`config.mk`:
```
export PLATFORM = sky130hd
export DESIGN_NAME = vit_bmu
export DESIGN_NICKNAME = d
export VERILOG_FILES = /design/src/vit_pkg.sv /design/src/vit_bmu.sv
export SDC_FILE = /design/constraint.sdc
export NUM_CORES = 1
export LEC_CHECK = 0
export ABC_AREA = 1
export BUFFER_PORTS_ARGS = -buffer_cell sky130_fd_sc_hd__buf_2
export CAP_MARGIN = 20
export CORE_AREA = 2 2 39 41
export DETAILED_ROUTE_END_ITERATION = 12
export DIE_AREA = 0 0 41 43
export PLACE_DENSITY_LB_ADDON = 0.3
export SYNTH_ARGS = -nofsm -noshare
export SYNTH_HDL_FRONTEND = slang
export SYNTH_SLANG_ARGS = --single-unit
```
`constraint.sdc`:
```
create_clock -name vclk -period 0.9
set_clock_uncertainty 0.05 [all_clocks]
set_input_delay 0.045 -clock vclk [all_inputs]
set_output_delay 0.045 -clock vclk [all_outputs]
set_load 0.01 [all_outputs]
```
`src/vit_pkg.sv`:
```
`timescale 1ns / 1ps
package vit_pkg;

  // generator register file
  localparam int GEN_W     = 7;
  localparam int NUM_GEN   = 4;
  localparam int CFG_IDX_W = 8;

  // stream payloads
  localparam int WORD_W    = 4;
  localparam int TDATA_W   = 8;

  // hamming distance of up to four code bits
  localparam int BM_W      = 3;

  typedef logic [GEN_W-1:0] gen_t;
  typedef gen_t [NUM_GEN-1:0] gen_vec_t;

  localparam gen_t GEN0_RST = 7'd121;
  localparam gen_t GEN1_RST = 7'd91;
  localparam gen_t GEN2_RST = 7'd0;
  localparam gen_t GEN3_RST = 7'd0;

  // register indexes
  localparam logic [CFG_IDX_W-1:0] REG_GEN_0 = 8'd0;
  localparam logic [CFG_IDX_W-1:0] REG_GEN_1 = 8'd1;
  localparam logic [CFG_IDX_W-1:0] REG_GEN_2 = 8'd2;
  localparam logic [CFG_IDX_W-1:0] REG_GEN_3 = 8'd3;

endpackage

```
`src/vit_bmu.sv`:
```
`timescale 1ns / 1ps
module vit_bmu #(
  parameter int K  = 7,
  parameter int CB = 2
) (
  input  logic [K-2:0]              from_state,
  input  logic                      info_bit,
  input  logic [vit_pkg::WORD_W-1:0] rx_word,
  input  vit_pkg::gen_vec_t         gens,
  output logic [vit_pkg::BM_W-1:0]  distance
);
  import vit_pkg::*;

  logic [K-1:0]       sr;
  logic [GEN_W+K-1:0] gx;
  logic               par;

  // encode the branch and count mismatches, first code bit against the top bit
  always_comb begin
    distance = '0;
    sr       = {from_state, info_bit};
    gx       = '0;
    par      = 1'b0;
    for (int j = 0; j < CB; j++) begin
      gx       = {{K{1'b0}}, gens[j]};
      par      = ^(sr & gx[K-1:0]);
      distance = distance + BM_W'(par ^ rx_word[CB-1-j]);
    end
  end

endmodule

```
Word level (Yosys, flattened, before mapping)
Cells that the tools add are included.
{ "totals": {"ff_bits": 0, "in_bits": 39, "out_inout_bits": 3, "word_cells": 7} }
{ "classes": {"n_addsub": 1, "bitwise": 4, "reduce_logical": 2} }
{ "op_table": {"columns": ["cell", "n"], "rows": [
  ["7-bit bitwise AND", 2],
  ["7-bit XOR reduction", 2],
  ["1-bit by 1-bit adder with 2-bit output", 1],
  ["1-bit bitwise XOR", 2]
]} }

Logic depth before layout (Yosys ltp)
{ "depth": {"depth_word": 4, "depth_mapped": 10, "mapped_depth_nobuf": 10} }

Least setup slack after synthesis
OpenSTA, ideal clock, no wires.
{ "synth_timing": {"kind": "input-to-output", "start": "input port from_state[1]", "end": "output port distance[0] in the netlist's numbering", "arrival_ns": 0.876, "t_required_ns": 0.805, "setup_slack_ns": -0.071, "path_stages": 10, "path_buffers": 0, "path_cell_list": "nand2_1 inv_1 nand2_1 nand2_1 nand2_2 nand2_2 nand2_1 nand3_1 nand2_1 ha_1"} }
{ "synth_between": {"elab_chain_len": 4, "word_cells_on_any_way": 7, "classes_between": "1 x add/sub; 4 x bitwise; 2 x reduce/logical"} }
{ "synth_lines": {"columns": ["element", "line_no", "source"], "rows": [
  ["start: declaration", "vit_bmu.sv:6", "input logic [K-2:0] from_state,"],
  ["7-bit bitwise AND", "vit_bmu.sv:26", "par = ^(sr & gx[K-1:0]);"],
  ["7-bit XOR reduction", "vit_bmu.sv:26", null],
  ["1-bit bitwise XOR", "vit_bmu.sv:27", "distance = distance + BM_W'(par ^ rx_word[CB-1-j]);"],
  ["1-bit by 1-bit adder with 2-bit output *", "vit_bmu.sv:27", null],
  ["end: declaration", "vit_bmu.sv:10", "output logic [vit_pkg::BM_W-1:0] distance"]
]} }
Every way passes the cells marked *; elsewhere a longest branch is shown, timed or not.

Worst setup path in the final report
{ "layout_timing": {"start": "input port gens[2] in the netlist's numbering", "end": "output port distance[0] in the netlist's numbering"} }
{ "layout_between": {"elab_chain_len": 4} }
{ "layout_lines": {"columns": ["element", "line_no", "source"], "rows": [
  ["start: declaration", "vit_bmu.sv:9", "input vit_pkg::gen_vec_t gens,"],
  ["7-bit bitwise AND", "vit_bmu.sv:26", null],
  ["7-bit XOR reduction", "vit_bmu.sv:26", null],
  ["1-bit bitwise XOR", "vit_bmu.sv:27", null],
  ["1-bit by 1-bit adder with 2-bit output", "vit_bmu.sv:27", null]
]} }
No other way between the ends.

==> impl_results.md <==
- Mapped cell area: 434 um^2
- WHS Path Cells: 5
- Final Hold Viols: 0
- FF+latch count: 0
- Placer congestion estimate: 0.683
- Clock buf count: 0
- Antenna viol nets, final: 0
- Post-Syn Nets: 141
- Critical hold path startpoint: rx_word[0]
- Synth area leaders: nand2_1 51%, nand2_2 16%, nand3_1 14%
- Starting density of the core: 0.314
- Number of distinct library cells after synthesis: 8
- CP required: 0.81 ns
- Setup Viol. Count Final: 2
- Vias per inst: 4.65
- Combinational share of power: 1.000
- GRT Total Usage: 0.160
- Area leader, netlist: nand2_1
- Die H: 43 um
- Final min period: 1.20 ns
- Synth-to-layout area growth: 115%
- Area of the core: 1380 um^2
- Clk pwr share: 0
- Max Slew Vio Count: 0
- Cell count after synthesis: 101
- Number of diodes: 0
- Pwr/cell area: 583 nW/um^2
- CP bufs+invs: 3
- Peak VDD IR: 0.254 mV
- Share of the synthesized area in the top cell type: 0.510
- Worst endpoint data arrival time: 1.11 ns
- I/O Buffers: 25
- Status: finished, violations left
- Worst path most repeated cell: nand2_2
- Hold Path Sink: distance[1]
- RSZ-0062 raised after global routing: true
- Crit path max-delay family: simple AND/OR/NAND/NOR gates
- Post-DP HPWL: 934 um
- Seq/Total Area, Yosys: 0
- Vias: 665
- Crit-path slowest cell: ha_4
- Hold WS: 0.510 ns
- Worst min-delay path class: primary input to output pin
- Total grt overflow: 0
- CP Class: primary input to output pin
- Max Clock Freq: 0.830 GHz
- Switching share of power: 0.515
- DRC errors left: 0
- Die area: 1760 um^2
- First-pass GRT wire length: 2.10 mm
- Element type at the critical path end: output pin
- Initial antenna violation count: 0
- Drt total wl: 1.47 mm
- Vias in the first global route: 594
- DR iter-0 viols: 2
- Power Total: 0.545 mW
- Period Utilization, post-route: 1.34
- Largest net degree at the start of global routing: 4
- Psw: 0.281 mW
- DR WL/cell: 10.3 um
- # fillers: 122
- Seq. cell area: 0 um^2
- Pre-antenna DRT Iters: 4
- Cts hold-fix bufs: 0
- I/O Pins: 42
- Mean Syn Cell Area: 4.30 um^2
- Lkg Pwr: 0.561 nW
- Crit Path Max Fanout: 3
- Layout cells sized above 1: 0.748
- Most common cell after layout, fill and taps aside: nand2_2
- Row count: 14
- Worst Slack Setup Final: -0.304 ns
- Sequential Power Share: 0
- Total Nets Final: 169
- Worst path cell trace: buf_2, nand2_4, inv_2, nand2_1, nand2_1, nand2_2, nand2_2, nand2_2, nand3_2, nand2_2, ha_4, buf_6
- Crit path largest cell delay: 0.20 ns
- Most frequent cells in the layout: 29 x nand2_2, 27 x nand2_1, 14 x buf_6
- Violated checks: setup timing
- Warning count from the yosys run: 0
- Startpoint Class: primary input
- Internal power: 0.264 mW
- Max cap viols: 0
- Die W: 41 um
==> per-layer routing <==
layer	vias to the layer above	routed length (um)	global-route usage	part of all wire
met5	-	0	0	0
met4	0	19	0	0.013
met3	2	19	0	0.013
met2	6	874	0.334	0.60
met1	305	554	0.168	0.38
li1	352	-	-	-
==> area by class of cell <==
cell class / instances / area, um^2 / area share
Timing Repair Buffer: 27 / 258 / 0.276
Multi-Input combinational cell: 84 / 588 / 0.630
Inverter: 16 / 67.6 / 0.0724
Tap cell: 16 / 20.0 / 0.0214
==> worst max-delay path by stage <==
stage                   from          end  cells past startpoint
3_5_place_dp   from_state[3]  distance[0]                     12
5_1_grt              gens[2]  distance[0]                     12
6_report             gens[2]  distance[0]                     12
2_1_floorplan  from_state[3]  distance[0]                     10
3_3_place_gp   from_state[3]  distance[0]                     12
4_1_cts             gens[13]  distance[0]                     12
==> per-stage QoR <==
| stage | cells | cell area [um^2] | utilization | setup TNS (ns) | setup WS, ns |
|---|---|---|---|---|---|
| after floorplan | 101 | 510 | - | -0.0236 | -0.0236 |
| after detailed placement | 143 | 663 | 0.479 | -0.661 | -0.378 |
| after global routing | 143 | 933 | 0.675 | -0.630 | -0.356 |
| after CTS | 143 | 828 | 0.599 | -0.422 | -0.252 |
| after global placement | 143 | 663 | 0.479 | -0.625 | -0.361 |
| final | 143 | 933 | 0.675 | -0.521 | -0.304 |
==> power by group through the flow <==
stage / Clock, mW / Combinational [mW] / Sequential (mW)
after detailed placement: 0 / 0.361 / 0
after CTS: 0 / 0.478 / 0
after floorplan: 0 / 0.251 / 0
after global routing: 0 / 0.593 / 0
after global placement: 0 / 0.353 / 0
final: 0 / 0.545 / 0
==> timing repair <==
item | in CTS | in global routing
setup buffers | 0 | 0
resized for setup | 40 | 28
hold endpoints to repair | 0 | 0
pin swaps | 32 | 25
endpoints found under the setup margin | 2 | 2
==> cell families after synthesis <==
family	share of synthesized area
adders and majority gates	0.0288
buffers and inverters	0.156
other	0.00864
and+or+nand+nor	0.807
==> synth_stat cells (all sizes together) <==
| cell | number |
|---|---|
| nand2 | 70 |
| inv | 16 |
| nand3 | 12 |
| buf | 1 |
| conb | 1 |
| ha | 1 |
Power figures use the tool's default switching activity.
